$ cat src/hdl/dasp_pkg.sv
// Shared types, register indexes and constants for the DV audio shuffle packer.
package dasp_pkg;

  localparam int IDX_W  = 11;
  localparam int ADDR_W = 18;

  typedef struct packed {
    logic             req_type;
    logic [IDX_W-1:0] sample_index;
    logic [15:0]      sample_a;
    logic [15:0]      sample_b;
    logic [15:0]      sample_c;
    logic [15:0]      sample_d;
  } in_item_t;

  typedef struct packed {
    logic [ADDR_W-1:0] write_address;
    logic [7:0]        byte_first;
    logic [7:0]        byte_second;
    logic [7:0]        byte_third;
    logic [1:0]        byte_count;
    logic              last_write;
  } out_item_t;

  typedef struct packed {
    logic [7:0] b_first;
    logic [7:0] b_second;
    logic [7:0] b_third;
  } grp_bytes_t;

  typedef struct packed {
    logic [ADDR_W-1:0] addr0;
    logic [ADDR_W-1:0] addr1;
    grp_bytes_t        bytes0;
    grp_bytes_t        bytes1;
    logic              twelve;
  } loc_t;

  localparam logic [1:0] CFG_PAL_MODE   = 2'd0;
  localparam logic [1:0] CFG_TWELVE_BIT = 2'd1;
  localparam logic [1:0] CFG_BIG_ENDIAN = 2'd2;

  localparam logic REQ_CLEAR = 1'b1;

  localparam logic [1:0] CNT_16BIT = 2'd2;
  localparam logic [1:0] CNT_12BIT = 2'd3;

  localparam logic [7:0] SILENCE_HI = 8'h80;

  localparam logic [ADDR_W-1:0] SEQ_BYTES    = 18'd12000;
  localparam logic [13:0]       BLOCK_HEADER = 14'd3;
  localparam logic [7:0]        AAUX_BYTES   = 8'd5;

  // frame capacity in samples per group
  localparam logic [IDX_W-1:0] CAP_NTSC_16 = 11'd1620;
  localparam logic [IDX_W-1:0] CAP_PAL_16  = 11'd1944;
  localparam logic [IDX_W-1:0] CAP_NTSC_12 = 11'd1080;
  localparam logic [IDX_W-1:0] CAP_PAL_12  = 11'd1296;

  localparam logic [5:0] PERIOD_NTSC = 6'd45;
  localparam logic [5:0] PERIOD_PAL  = 6'd54;
  localparam logic [5:0] THIRD_NTSC  = 6'd15;
  localparam logic [5:0] THIRD_PAL   = 6'd18;
  localparam logic [2:0] TRACKS_NTSC = 3'd5;
  localparam logic [2:0] TRACKS_PAL  = 3'd6;

  // reciprocals: n/3 = n*683>>11, n/45 = n*1457>>16, n/54 = n*1214>>16
  localparam logic [20:0] RECIP_3      = 21'd683;
  localparam logic [21:0] RECIP_NTSC_P = 22'd1457;
  localparam logic [21:0] RECIP_PAL_P  = 22'd1214;
  // v/5 = v*205>>10, v/6 = v*683>>12
  localparam logic [18:0] RECIP_5 = 19'd205;
  localparam logic [18:0] RECIP_6 = 19'd683;

  function automatic logic [ADDR_W-1:0] seq_offset(input logic [3:0] s);
    seq_offset = ADDR_W'(s) * SEQ_BYTES;
  endfunction

endpackage

$ cat src/hdl/dasp_compress.sv
// Piecewise 16-to-12 bit nonlinear sample compression.
module dasp_compress (
  input  logic [15:0] s,
  output logic [11:0] c
);
  logic [15:0] r;

  always_comb begin
    priority if (s >= 16'hfe00) begin
      r = s - 16'hf000;
    end else if (s >= 16'hfc00) begin
      r = (s >> 1) - 16'h7100;
    end else if (s >= 16'hf800) begin
      r = (s >> 2) - 16'h3200;
    end else if (s >= 16'hf000) begin
      r = (s >> 3) - 16'h1300;
    end else if (s >= 16'he000) begin
      r = (s >> 4) - 16'h0400;
    end else if (s >= 16'hc000) begin
      r = (s >> 5) + 16'h0300;
    end else if (s >= 16'h4000) begin
      r = (s >> 6) + 16'h0600;
    end else if (s >= 16'h2000) begin
      r = (s >> 5) + 16'h0500;
    end else if (s >= 16'h1000) begin
      r = (s >> 4) + 16'h0400;
    end else if (s >= 16'h0800) begin
      r = (s >> 3) + 16'h0300;
    end else if (s >= 16'h0400) begin
      r = (s >> 2) + 16'h0200;
    end else begin
      r = (s >> 1) + 16'h0100;
    end
  end

  assign c = r[11:0];

endmodule

$ cat src/hdl/dasp_fmt.sv
// Byte formatting of one channel group: swap, compress, pack or silence.
module dasp_fmt (
  input  logic                   clear,
  input  logic                   twelve,
  input  logic                   swap,
  input  logic [15:0]            w0,
  input  logic [15:0]            w1,
  output dasp_pkg::grp_bytes_t   bytes
);
  import dasp_pkg::*;

  logic [15:0] s0;
  logic [15:0] s1;
  logic [11:0] x;
  logic [11:0] y;

  assign s0 = swap ? {w0[7:0], w0[15:8]} : w0;
  assign s1 = swap ? {w1[7:0], w1[15:8]} : w1;

  dasp_compress u_cmp_x (.s(s0), .c(x));
  dasp_compress u_cmp_y (.s(s1), .c(y));

  always_comb begin
    if (clear) begin
      bytes.b_first  = SILENCE_HI;
      bytes.b_second = twelve ? SILENCE_HI : 8'h00;
      bytes.b_third  = 8'h00;
    end else if (twelve) begin
      bytes.b_first  = x[11:4];
      bytes.b_second = y[11:4];
      bytes.b_third  = {x[3:0], y[3:0]};
    end else begin
      bytes.b_first  = s0[15:8];
      bytes.b_second = s0[7:0];
      bytes.b_third  = 8'h00;
    end
  end

endmodule

$ cat src/hdl/dasp_locate.sv
// Three-stage shuffle address pipeline: divide, place in sync block, reduce by track count.
module dasp_locate (
  input  logic                          clk,
  input  logic                          rst_n,
  input  logic                          pal_mode,
  input  logic                          twelve_bit_mode,
  input  logic                          in_vld,
  output logic                          in_rdy,
  input  logic [dasp_pkg::IDX_W-1:0]    idx,
  input  dasp_pkg::grp_bytes_t          bytes0_in,
  input  dasp_pkg::grp_bytes_t          bytes1_in,
  output logic                          out_vld,
  input  logic                          out_rdy,
  output dasp_pkg::loc_t                loc
);
  import dasp_pkg::*;

  logic adv_b;
  logic adv_c;
  logic adv_d;

  // stage B
  logic             b_vld_r, b_vld_nxt;
  logic [IDX_W-1:0] b_n_r;
  logic [9:0]       b_q3_r;
  logic [5:0]       b_qp_r;
  grp_bytes_t       b_by0_r, b_by1_r;
  logic [20:0]      q3_prod;
  logic [21:0]      qp_prod;
  logic [IDX_W-1:0] cap;
  logic             in_range;

  // stage C
  logic        c_vld_r, c_vld_nxt;
  logic [9:0]  c_v_r;
  logic [13:0] c_lo_r;
  grp_bytes_t  c_by0_r, c_by1_r;
  logic [IDX_W-1:0] q3x3;
  logic [IDX_W-1:0] r3_full;
  logic [1:0]  r3;
  logic [11:0] pq;
  logic [IDX_W-1:0] rp_full;
  logic [5:0]  rp;
  logic [5:0]  third;
  logic [1:0]  kseg;
  logic [3:0]  sidx;
  logic [7:0]  blk;
  logic [7:0]  off;
  logic [9:0]  v;
  logic [13:0] lo;

  // stage D
  logic        d_vld_r, d_vld_nxt;
  logic [9:0]  d_v_r;
  logic [7:0]  d_qt_r;
  logic [13:0] d_lo_r;
  grp_bytes_t  d_by0_r, d_by1_r;
  logic [18:0] qt_prod;
  logic [7:0]  qt;
  logic [2:0]  tracks;
  logic [10:0] tq;
  logic [10:0] seq_full;
  logic [3:0]  seq;

  assign adv_d  = !d_vld_r || out_rdy;
  assign adv_c  = !c_vld_r || adv_d;
  assign adv_b  = !b_vld_r || adv_c;
  assign in_rdy = adv_b;

  // stage B: quotients by 3 and by the period
  always_comb begin
    unique case ({pal_mode, twelve_bit_mode})
      2'b00:   cap = CAP_NTSC_16;
      2'b10:   cap = CAP_PAL_16;
      2'b01:   cap = CAP_NTSC_12;
      default: cap = CAP_PAL_12;
    endcase
  end

  assign in_range = idx < cap;
  assign q3_prod  = 21'(idx) * RECIP_3;
  assign qp_prod  = 22'(idx) * (pal_mode ? RECIP_PAL_P : RECIP_NTSC_P);
  assign b_vld_nxt = adv_b ? (in_vld && in_range) : b_vld_r;

  always_ff @(posedge clk) begin
    if (!rst_n) begin
      b_vld_r <= 1'b0;
    end else begin
      b_vld_r <= b_vld_nxt;
    end
  end

  always_ff @(posedge clk) begin
    if (adv_b && in_vld) begin
      b_n_r   <= idx;
      b_q3_r  <= q3_prod[20:11];
      b_qp_r  <= qp_prod[21:16];
      b_by0_r <= bytes0_in;
      b_by1_r <= bytes1_in;
    end
  end

  // stage C: remainders, sync block and in-block offset
  assign q3x3    = IDX_W'({b_q3_r, 1'b0}) + IDX_W'(b_q3_r);
  assign r3_full = b_n_r - q3x3;
  assign r3      = r3_full[1:0];
  assign pq      = 12'(b_qp_r) * 12'(pal_mode ? PERIOD_PAL : PERIOD_NTSC);
  assign rp_full = b_n_r - pq[IDX_W-1:0];
  assign rp      = rp_full[5:0];
  assign third   = pal_mode ? THIRD_PAL : THIRD_NTSC;
  assign v       = b_q3_r + 10'({r3, 1'b0});

  always_comb begin
    priority if (rp >= 6'({third, 1'b0})) begin
      kseg = 2'd2;
    end else if (rp >= third) begin
      kseg = 2'd1;
    end else begin
      kseg = 2'd0;
    end
  end

  assign sidx = 4'({r3, 1'b0}) + 4'(r3) + 4'(kseg);
  assign blk  = {sidx, 4'b0000} + 8'd6;
  assign off  = AAUX_BYTES + (twelve_bit_mode ? (8'({b_qp_r, 1'b0}) + 8'(b_qp_r))
                                              : 8'({b_qp_r, 1'b0}));
  assign lo   = 14'({blk, 6'b000000}) + 14'({blk, 4'b0000}) + BLOCK_HEADER + 14'(off);
  assign c_vld_nxt = adv_c ? b_vld_r : c_vld_r;

  always_ff @(posedge clk) begin
    if (!rst_n) begin
      c_vld_r <= 1'b0;
    end else begin
      c_vld_r <= c_vld_nxt;
    end
  end

  always_ff @(posedge clk) begin
    if (adv_c && b_vld_r) begin
      c_v_r   <= v;
      c_lo_r  <= lo;
      c_by0_r <= b_by0_r;
      c_by1_r <= b_by1_r;
    end
  end

  // stage D: quotient by track count
  assign qt_prod = 19'(c_v_r) * (pal_mode ? RECIP_6 : RECIP_5);
  assign qt      = pal_mode ? 8'(qt_prod[18:12]) : qt_prod[17:10];
  assign d_vld_nxt = adv_d ? c_vld_r : d_vld_r;

  always_ff @(posedge clk) begin
    if (!rst_n) begin
      d_vld_r <= 1'b0;
    end else begin
      d_vld_r <= d_vld_nxt;
    end
  end

  always_ff @(posedge clk) begin
    if (adv_d && c_vld_r) begin
      d_v_r   <= c_v_r;
      d_qt_r  <= qt;
      d_lo_r  <= c_lo_r;
      d_by0_r <= c_by0_r;
      d_by1_r <= c_by1_r;
    end
  end

  // sequence and final frame addresses for both groups
  assign tracks   = pal_mode ? TRACKS_PAL : TRACKS_NTSC;
  assign tq       = 11'(d_qt_r) * 11'(tracks);
  assign seq_full = 11'(d_v_r) - tq;
  assign seq      = 4'(seq_full[2:0]);

  assign out_vld     = d_vld_r;
  assign loc.addr0   = seq_offset(seq) + ADDR_W'(d_lo_r);
  assign loc.addr1   = seq_offset(seq + 4'(tracks)) + ADDR_W'(d_lo_r);
  assign loc.bytes0  = d_by0_r;
  assign loc.bytes1  = d_by1_r;
  assign loc.twelve  = twelve_bit_mode;

endmodule

$ cat src/hdl/dasp_out.sv
// Result register that issues the two group writes of one item as two beats.
module dasp_out (
  input  logic                 clk,
  input  logic                 rst_n,
  input  logic                 in_vld,
  output logic                 in_rdy,
  input  dasp_pkg::loc_t       loc,
  output logic                 out_valid,
  input  logic                 out_ready,
  output dasp_pkg::out_item_t  out_item
);
  import dasp_pkg::*;

  logic vld_r, vld_nxt;
  logic grp_r, grp_nxt;
  loc_t loc_r;

  assign in_rdy = !vld_r || (out_ready && grp_r);

  always_comb begin
    vld_nxt = vld_r;
    grp_nxt = grp_r;
    if (in_rdy) begin
      vld_nxt = in_vld;
      grp_nxt = 1'b0;
    end else if (out_ready) begin
      grp_nxt = 1'b1;
    end
  end

  always_ff @(posedge clk) begin
    if (!rst_n) begin
      vld_r <= 1'b0;
      grp_r <= 1'b0;
    end else begin
      vld_r <= vld_nxt;
      grp_r <= grp_nxt;
    end
  end

  always_ff @(posedge clk) begin
    if (in_rdy && in_vld) begin
      loc_r <= loc;
    end
  end

  assign out_valid              = vld_r;
  assign out_item.write_address = grp_r ? loc_r.addr1 : loc_r.addr0;
  assign out_item.byte_first    = grp_r ? loc_r.bytes1.b_first : loc_r.bytes0.b_first;
  assign out_item.byte_second   = grp_r ? loc_r.bytes1.b_second : loc_r.bytes0.b_second;
  assign out_item.byte_third    = grp_r ? loc_r.bytes1.b_third : loc_r.bytes0.b_third;
  assign out_item.byte_count    = loc_r.twelve ? CNT_12BIT : CNT_16BIT;
  assign out_item.last_write    = grp_r;

endmodule

$ cat src/hdl/dv_audio_sample_shuffle_packer.sv
// Top level of the DV audio sample shuffle packer.
// The first result beat passes the input register, stages B, C, D and the result register;
// the second (last_write) beat follows in the next cycle when out_ready is held high.
// Both writes share one result register, so a new item enters only as last_write leaves.
// Indexes beyond the frame capacity are dropped after the input register and give no beat.
// Synchronous active-low reset clears all valid flags and the three mode registers.
module dv_audio_sample_shuffle_packer (
  input  logic                 clk,
  input  logic                 rst_n,
  input  logic                 cfg_we,
  input  logic [1:0]           cfg_index,
  input  logic [0:0]           cfg_wdata,
  input  logic                 in_valid,
  output logic                 in_ready,
  input  dasp_pkg::in_item_t   in_item,
  output logic                 out_valid,
  input  logic                 out_ready,
  output dasp_pkg::out_item_t  out_item
);
  import dasp_pkg::*;

  logic pal_mode_r, twelve_bit_r, big_endian_r;
  logic a_vld_r, a_vld_nxt;
  in_item_t a_item_r;
  logic clear;
  logic [15:0] g1_w0;
  grp_bytes_t bytes0, bytes1;
  logic loc_rdy;
  logic loc_vld;
  logic out_rdy_int;
  loc_t loc;

  always_ff @(posedge clk) begin
    if (!rst_n) begin
      pal_mode_r   <= 1'b0;
      twelve_bit_r <= 1'b0;
      big_endian_r <= 1'b0;
    end else if (cfg_we) begin
      unique case (cfg_index)
        CFG_PAL_MODE:   pal_mode_r   <= cfg_wdata[0];
        CFG_TWELVE_BIT: twelve_bit_r <= cfg_wdata[0];
        CFG_BIG_ENDIAN: big_endian_r <= cfg_wdata[0];
        default: ;
      endcase
    end
  end

  // input register
  assign in_ready  = !a_vld_r || loc_rdy;
  assign a_vld_nxt = in_ready ? in_valid : a_vld_r;

  always_ff @(posedge clk) begin
    if (!rst_n) begin
      a_vld_r <= 1'b0;
    end else begin
      a_vld_r <= a_vld_nxt;
    end
  end

  always_ff @(posedge clk) begin
    if (in_valid && in_ready) begin
      a_item_r <= in_item;
    end
  end

  assign clear = a_item_r.req_type == REQ_CLEAR;
  assign g1_w0 = twelve_bit_r ? a_item_r.sample_c : a_item_r.sample_b;

  dasp_fmt u_fmt0 (
    .clear  (clear),
    .twelve (twelve_bit_r),
    .swap   (big_endian_r),
    .w0     (a_item_r.sample_a),
    .w1     (a_item_r.sample_b),
    .bytes  (bytes0)
  );

  dasp_fmt u_fmt1 (
    .clear  (clear),
    .twelve (twelve_bit_r),
    .swap   (big_endian_r),
    .w0     (g1_w0),
    .w1     (a_item_r.sample_d),
    .bytes  (bytes1)
  );

  dasp_locate u_locate (
    .clk             (clk),
    .rst_n           (rst_n),
    .pal_mode        (pal_mode_r),
    .twelve_bit_mode (twelve_bit_r),
    .in_vld          (a_vld_r),
    .in_rdy          (loc_rdy),
    .idx             (a_item_r.sample_index),
    .bytes0_in       (bytes0),
    .bytes1_in       (bytes1),
    .out_vld         (loc_vld),
    .out_rdy         (out_rdy_int),
    .loc             (loc)
  );

  dasp_out u_out (
    .clk       (clk),
    .rst_n     (rst_n),
    .in_vld    (loc_vld),
    .in_rdy    (out_rdy_int),
    .loc       (loc),
    .out_valid (out_valid),
    .out_ready (out_ready),
    .out_item  (out_item)
  );

endmodule

$ cat config.mk
export PLATFORM = sky130hd
export DESIGN_NAME = dv_audio_sample_shuffle_packer
export DESIGN_NICKNAME = d
export VERILOG_FILES = /design/src/hdl/dasp_pkg.sv /design/src/hdl/dasp_compress.sv /design/src/hdl/dasp_fmt.sv /design/src/hdl/dasp_locate.sv /design/src/hdl/dasp_out.sv /design/src/hdl/dv_audio_sample_shuffle_packer.sv
export SDC_FILE = /design/constraint.sdc
export NUM_CORES = 1
export LEC_CHECK = 0
export BUFFER_PORTS_ARGS = -buffer_cell sky130_fd_sc_hd__buf_2
export CELL_PAD_IN_SITES_DETAIL_PLACEMENT = 1
export CELL_PAD_IN_SITES_GLOBAL_PLACEMENT = 2
export CORE_UTILIZATION = 46
export CTS_BUF_LIST = sky130_fd_sc_hd__clkbuf_8 sky130_fd_sc_hd__clkbuf_16
export CTS_CLUSTER_DIAMETER = 80
export DETAILED_ROUTE_END_ITERATION = 6
export GPL_TIMING_DRIVEN = 0
export PLACE_DENSITY_LB_ADDON = 0.3
export SETUP_SLACK_MARGIN = 0.4
export SLEW_MARGIN = 20
export SYNTH_ARGS = -nofsm -noshare
export SYNTH_HDL_FRONTEND = slang
export SYNTH_SLANG_ARGS = --single-unit
$ cat constraint.sdc
create_clock -name clk -period 16.68 [get_ports clk]
set_input_delay 0.834 -clock clk [delete_from_list [all_inputs] [get_ports clk]]
set_output_delay 0.834 -clock clk [all_outputs]
set_load 0.05 [all_outputs]
* Yosys cells after proc, flatten, opt, wreduce, memory -nomap -nowiden
Cells that the tools add are included.
Word-level totals: input bits 84, output and inout port bits 47, bits in registers 385
Cells by class: $add $sub $neg 64, $lt $le $gt $ge 47, bitwise logic cells 2, mux-type cells 69, $mul 7, reductions and logical operators 24, eq/ne operators 4
Operators with widths (number):
- 12-bit 2-to-1 mux | 44
- 16-bit >= comparator (second input constant) | 24
- 16-bit 2-to-1 mux | 7
- 12-bit by 10-bit adder with 12-bit output (second input constant) | 8
- 12-bit by 10-bit subtractor with 12-bit output (second input constant) | 8
- 16-bit by 11-bit >= comparator with 1-bit output (second input constant) | 4
- 16-bit by 12-bit >= comparator with 1-bit output (second input constant) | 4
- 16-bit by 13-bit >= comparator with 1-bit output (second input constant) | 4
- 16-bit by 14-bit >= comparator with 1-bit output (second input constant) | 4
- 16-bit by 15-bit >= comparator with 1-bit output (second input constant) | 4
- 10-bit by 11-bit adder with 12-bit output (second input constant) | 4
- 11-bit by 10-bit adder with 12-bit output (second input constant) | 4
- 11-bit by 11-bit adder with 12-bit output (second input constant) | 4
- 12-bit by 11-bit adder with 12-bit output (second input constant) | 4
- 12-bit by 9-bit adder with 12-bit output (second input constant) | 4
- 24-bit 2-to-1 mux | 2
- 12-bit by 1-bit subtractor with 12-bit output (second input constant) | 4
- 12-bit by 11-bit subtractor with 12-bit output (second input constant) | 4
- 12-bit by 9-bit subtractor with 12-bit output (second input constant) | 4
- 8-bit 2-to-1 mux | 5
- 18-bit by 14-bit adder with 18-bit output | 2
- 10-bit case mux with 3 select lines | 1
- 11-bit by 11-bit multiplier with 22-bit output | 1
- 11-bit by 10-bit multiplier with 21-bit output (second input constant) | 1
- 37 further kinds | 62

* Depth between registers and ports, before layout
word-level depth 16, gate-level depth with buffers 28, depth with buffers taken out 25

* By module
From an unflattened synthesis, not the netlist that was laid out.
Second synthesis, totals: cells, all modules 2910, area total of the unflattened synthesis 31702.9 µm²
By module, submodules not included:
- dasp_locate | cells each 1406, area each 16842.4 µm², instances 1
- dasp_compress | cells each 271, area each 1804.2 µm², instances 4
- dasp_out | cells each 144, area each 3373.2 µm², instances 1
- dv_audio_sample_shuffle_packer | cells each 112, area each 2698.8 µm², instances 1
- dasp_fmt | cells each 82, area each 785.8 µm², instances 2

* Worst setup path before layout
OpenSTA, ideal clock, no wires.
kind input-to-reg, start point input port out_ready, end point register u_locate.c_by0_r[0] (netlist name), enable pin, path slack 9626 ps, setup time 612 ps, arrival time 6442 ps, cell stages on the path 3, buffers on the path 0, cells stage by stage a21boi_0 > and2_0 > a21boi_0
On the way: word-level cells in the longest chain between the ends 5
RTL lines:
- from (decl) | line dv_audio_sample_shuffle_packer.sv:17 | input logic out_ready,
- 1-bit logical AND | line dasp_out.sv:18 | assign in_rdy = !vld_r || (out_ready && grp_r);
- 1-bit logical OR | line dasp_out.sv:18
- 1-bit logical OR | line dasp_locate.sv:65 | assign adv_d = !d_vld_r || out_rdy;
- 1-bit logical OR | line dasp_locate.sv:66 | assign adv_c = !c_vld_r || adv_d;
- 1-bit logical AND | line dasp_locate.sv:139 | if (adv_c && b_vld_r) begin
- to (signal assigned) | line dasp_locate.sv:142 | c_by0_r <= b_by0_r;
- to (decl) | line dasp_locate.sv:37 | grp_bytes_t c_by0_r, c_by1_r;
Every way passes these cells. A chain may end at the register's enable or synchronous reset.

* Worst setup path after layout
start point register pal_mode_r, end point register u_locate.c_lo_r[12] (data pin)
On the way: word-level cells in the longest chain between the ends 11
RTL lines:
- from (decl) | line dv_audio_sample_shuffle_packer.sv:22 | logic pal_mode_r, twelve_bit_r, big_endian_r;
- from (signal assigned) | line dv_audio_sample_shuffle_packer.sv:40 | CFG_PAL_MODE: pal_mode_r <= cfg_wdata[0];
- 5-bit 2-to-1 mux | line dasp_locate.sv:107 | assign pq = 12'(b_qp_r) * 12'(pal_mode ? PERIOD_PAL : PERIOD_NTSC);
- 6-bit by 12-bit multiplier with 6-bit output | line dasp_locate.sv:107
- 6-bit subtractor | line dasp_locate.sv:108 | assign rp_full = b_n_r - pq[IDX_W-1:0];
- 6-bit >= comparator | line dasp_locate.sv:116 | end else if (rp >= third) begin
- 1-bit 2-to-1 mux | line dasp_locate.sv:116
- 2-bit 2-to-1 mux (*) | line dasp_locate.sv:114 | priority if (rp >= 6'({third, 1'b0})) begin
- 4-bit by 2-bit adder with 4-bit output (*) | line dasp_locate.sv:123 | assign sidx = 4'({r3, 1'b0}) + 4'(r3) + 4'(kseg);
- 8-bit by 3-bit adder with 8-bit output (*) | line dasp_locate.sv:124 | assign blk = {sidx, 4'b0000} + 8'd6;
- 14-bit by 12-bit adder with 14-bit output (*) | line dasp_locate.sv:127 | assign lo = 14'({blk, 6'b000000}) + 14'({blk, 4'b0000}) + BLOCK_HEADER + 14'(off);
- 14-bit by 2-bit adder with 14-bit output (*) | line dasp_locate.sv:127
- 14-bit by 8-bit adder with 14-bit output (*) | line dasp_locate.sv:127
- via u_locate.lo[12] | line dasp_locate.sv:50 | logic [13:0] lo;
- to (signal assigned) | line dasp_locate.sv:141 | c_lo_r <= lo;
- to (decl) | line dasp_locate.sv:36 | logic [13:0] c_lo_r;
Mark *: on every way through the listed nets, which the timed path passes. The rest lies on a longest branch.

==> flow_summary_export.csv <==
group,metric,value,unit
cts,clockBufferDepth,3,
synth,synthCells,2867,
timing,fin_setup_tns,0,ns
floorplanning,num_rows,94,
status,status,"finished, final reports clean",
synth,synth_commonest_cells,"366 x edfxtp_1, 313 x ha_1, 293 x inv_1",
synth,synth_edf_count,366,
synth,yosys-top-cells-area,"edfxtp_1 36%, ha_1 13%, fa_1 9.4%",
critical_path,crit-reg2reg-capture,"u_locate.c_lo_r[12]",
detailed_routing,vias,23870,
grt,grt_pass1_vias,25790,
cts,cts_tree,"done",
floorplanning,dieArea,0.06763,mm2
cts,post_cts_buffers,0,
critical_path,crit_type,"reg2reg",
floorplanning,core-area,0.06586,mm2
timing,rsz0062_at_grt,"false",
critical_path,max_stage_delay,0.69,ns
synth,avgSynthCellArea,10.68,um2
timing,tightest_slew,1.130,ns
detailed_routing,drt.antenna.violating_nets,0,
cts,postCtsHoldBufs,0,
synth,yosys.area.top_type,"edfxtp_1",
synth,synth_seq_cells,375,
critical_path,rr_startpoint,"pal_mode_r",
critical_path,cp-end-kind,"flop",
critical_path,critPathLaunchType,"flop",
synth,seq_area_frac_synth,0.3647,
cells_and_area,drive_gt1_frac,0.1417,
grt,antenna_found_initial,2,
synth,yosysMostFrequentCell,"edfxtp_1",
placement,gp_congestion,0.9273,
detailed_routing,first_pass_iters,5,
timing,max_freq,111.9,MHz
detailed_routing,wl_per_cell,24.48,um
cts,root_buffer,"clkbuf_16",
synth,synth_cell_type_count,110,
timing,finalHoldViolCount,0,
synth,ys.flop_type,"edfxtp_1",
min_path,min-delay-path-class,"in2reg",
min_path,min_to,"a_item_r[41]",
grt,grt_max_degree,64,
cts,path_clk_slew,0.06,ns
cts,insertion_delay,0.60,ns
grt,overflow,0,
floorplanning,die_x,260.1,um
cts,numClockSinks,375,
synth,synth_warnings,0,
min_path,hold_depth,1,
timing,period_minus_slack,8.936,ns
cells_and_area,area_delta_synth_final,12.26,%
critical_path,cp_top_family,"adder cells",
timing,period_share,0.5358,
critical_path,crit_top_cell,"fa_1",
critical_path,slowest_stage,"dfxtp_1",
cts,cts_max_level,2,
synth,yosysTopAreaCellShare,0.3588,
detailed_routing,vias_per_cell,6.010,
timing,fin_skew,0.02099,ns
cells_and_area,nets,3610,
flow_run,max_cap_viol_count,0,
placement,dp_hpwl,75.51,mm
detailed_routing,first_iter_violations,1721,
grt,gr-usage-all-layers,0.2898,
critical_path,critPathRequiredTime,17.01,ns
timing,final-setup-viol-count,0,
timing,drv_slew,0,
critical_path,path_buf_inv,7,
cells_and_area,fillers,7203,
floorplanning,die_h,260.1,um
cts,numCtsBuffers,46,
critical_path,worstRegToRegCells,27,
synth,synthArstFlopShare,0,
min_path,min_from,"in_item[41]",
placement,io_buffers,129,
critical_path,r2r_slack,7.74,ns
detailed_routing,drc,0,
synth,netlist_area,0.03063,mm2
timing,timing.slew.headroom,0.2406,
critical_path,crit_fanout,10,
floorplanning,pin_count,131,
grt,grt_pass1_wl,150.8,mm
floorplanning,initial_utilization,0.4651,
cts,cts_resized,0,
critical_path,crit_arrival,9.26,ns
detailed_routing,finalWirelength,97.21,mm
## cells in the final DEF (no fill, tap or decap), types with 19 or more instances in the layout
| master | Yosys | routed |
|---|---|---|
| a211oi_1 | 35 | 35 |
| o21ai_0 | 144 | 144 |
| ha_1 | 313 | 313 |
| o211ai_1 | 35 | 35 |
| buf_2 | 30 | 160 |
| inv_1 | 293 | 298 |
| a31oi_1 | 30 | 30 |
| o221ai_1 | 19 | 19 |
| nand3_1 | 47 | 47 |
| xor2_1 | 39 | 39 |
| nor3_1 | 54 | 54 |
| mux2_2 | 69 | 69 |
| edfxtp_1 | 366 | 366 |
| mux2i_1 | 76 | 72 |
| a21o_1 | 35 | 35 |
| a21oi_1 | 163 | 163 |
| xnor2_1 | 86 | 86 |
| a221oi_1 | 21 | 21 |
| clkbuf_16 | 0 | 47 |
| clkbuf_1 | 67 | 67 |
| nor2b_1 | 31 | 29 |
| nand2_1 | 186 | 186 |
| fa_1 | 144 | 144 |
| and2_1 | 30 | 28 |
| o22ai_1 | 25 | 25 |
| nor2_1 | 160 | 158 |
## per-stage QoR
stage / util / area [um2] / hold WS, ns / setup slack [ns] / std cells
floorplan: - / 30680 / 0.4003 / 9.626 / 2879
global placement: 0.4920 / 32400 / 0.4012 / 6.075 / 3872
detailed placement: 0.4973 / 32760 / 0.4051 / 7.682 / 3885
CTS: 0.5221 / 34380 / 0.3745 / 7.623 / 3970
global route: 0.5221 / 34390 / 0.3901 / 7.242 / 3970
finish: 0.5221 / 34390 / 0.4070 / 7.744 / 3971
## layer usage
metal,part of all wire,wire (um),GRT usage,vias up
met2,0.49,48070,0.5038,719
met5,0,0,0,-
met3,0.048,4714,0.03986,195
met4,0.034,3342,0.1035,0
met1,0.42,41090,0.3668,12080
li1,-,-,-,10870
## worst max path at each step
stage / to / slack, ns / cells after the start / from
finish: u_locate.c_lo_r[12] / 7.74 / 27 / pal_mode_r
global route: u_locate.c_lo_r[12] / 7.24 / 27 / pal_mode_r
CTS: u_locate.c_lo_r[12] / 7.62 / 27 / pal_mode_r
detailed placement: u_locate.c_lo_r[12] / 7.68 / 27 / pal_mode_r
global placement: u_locate.c_lo_r[11] / 6.08 / 4 / out_ready
floorplan: u_locate.c_by0_r[0] / 9.63 / 3 / out_ready
## registers in the layout, summed over array words and instances, names as in the netlist, 3 cells and up
signal,flops
u_locate.c_lo_r,14
u_locate.c_by0_r,24
u_out.loc_r,80
u_locate.d_v_r,3
u_locate.d_lo_r,14
u_locate.b_by1_r,24
u_locate.b_n_r,6
u_locate.b_qp_r,6
u_locate.loc,48
a_item_r,75
u_locate.c_v_r,10
u_locate.c_by1_r,24
u_locate.b_q3_r,10
u_locate.d_qt_r,3
u_locate.b_by0_r,24
## kinds of logic (layout without fill, tap and decap cells)
kind of cell | Yosys count | count (layout) | share of synthesized area
compound gates | 696 | 696 | 0.1559
xor+xnor | 126 | 126 | 0.03647
fa+ha+maj | 457 | 457 | 0.2219
buf+inv | 429 | 656 | 0.05804
flops | 375 | 375 | 0.3647
mux | 168 | 168 | 0.06445
other cells | 2 | 15 | 0.0002452
simple gates | 614 | 614 | 0.09827
## layout make-up
type	instances	area, um2	area share
clock inverters	38	452.9	0.01317
well taps	864	1081	0.03144
clock buffers	47	1176	0.03420
diodes	1	2.502	0.00007277
inverters	308	1156	0.03362
repair buffers	142	945.9	0.02751
multi-input cells	2075	17780	0.5170
plain buffers	121	623.1	0.01812
flip-flops and latches	375	11170	0.3248
Power is not shown: default switching activity piles up to over one toggle a cycle in this logic, so the estimate is an artifact.
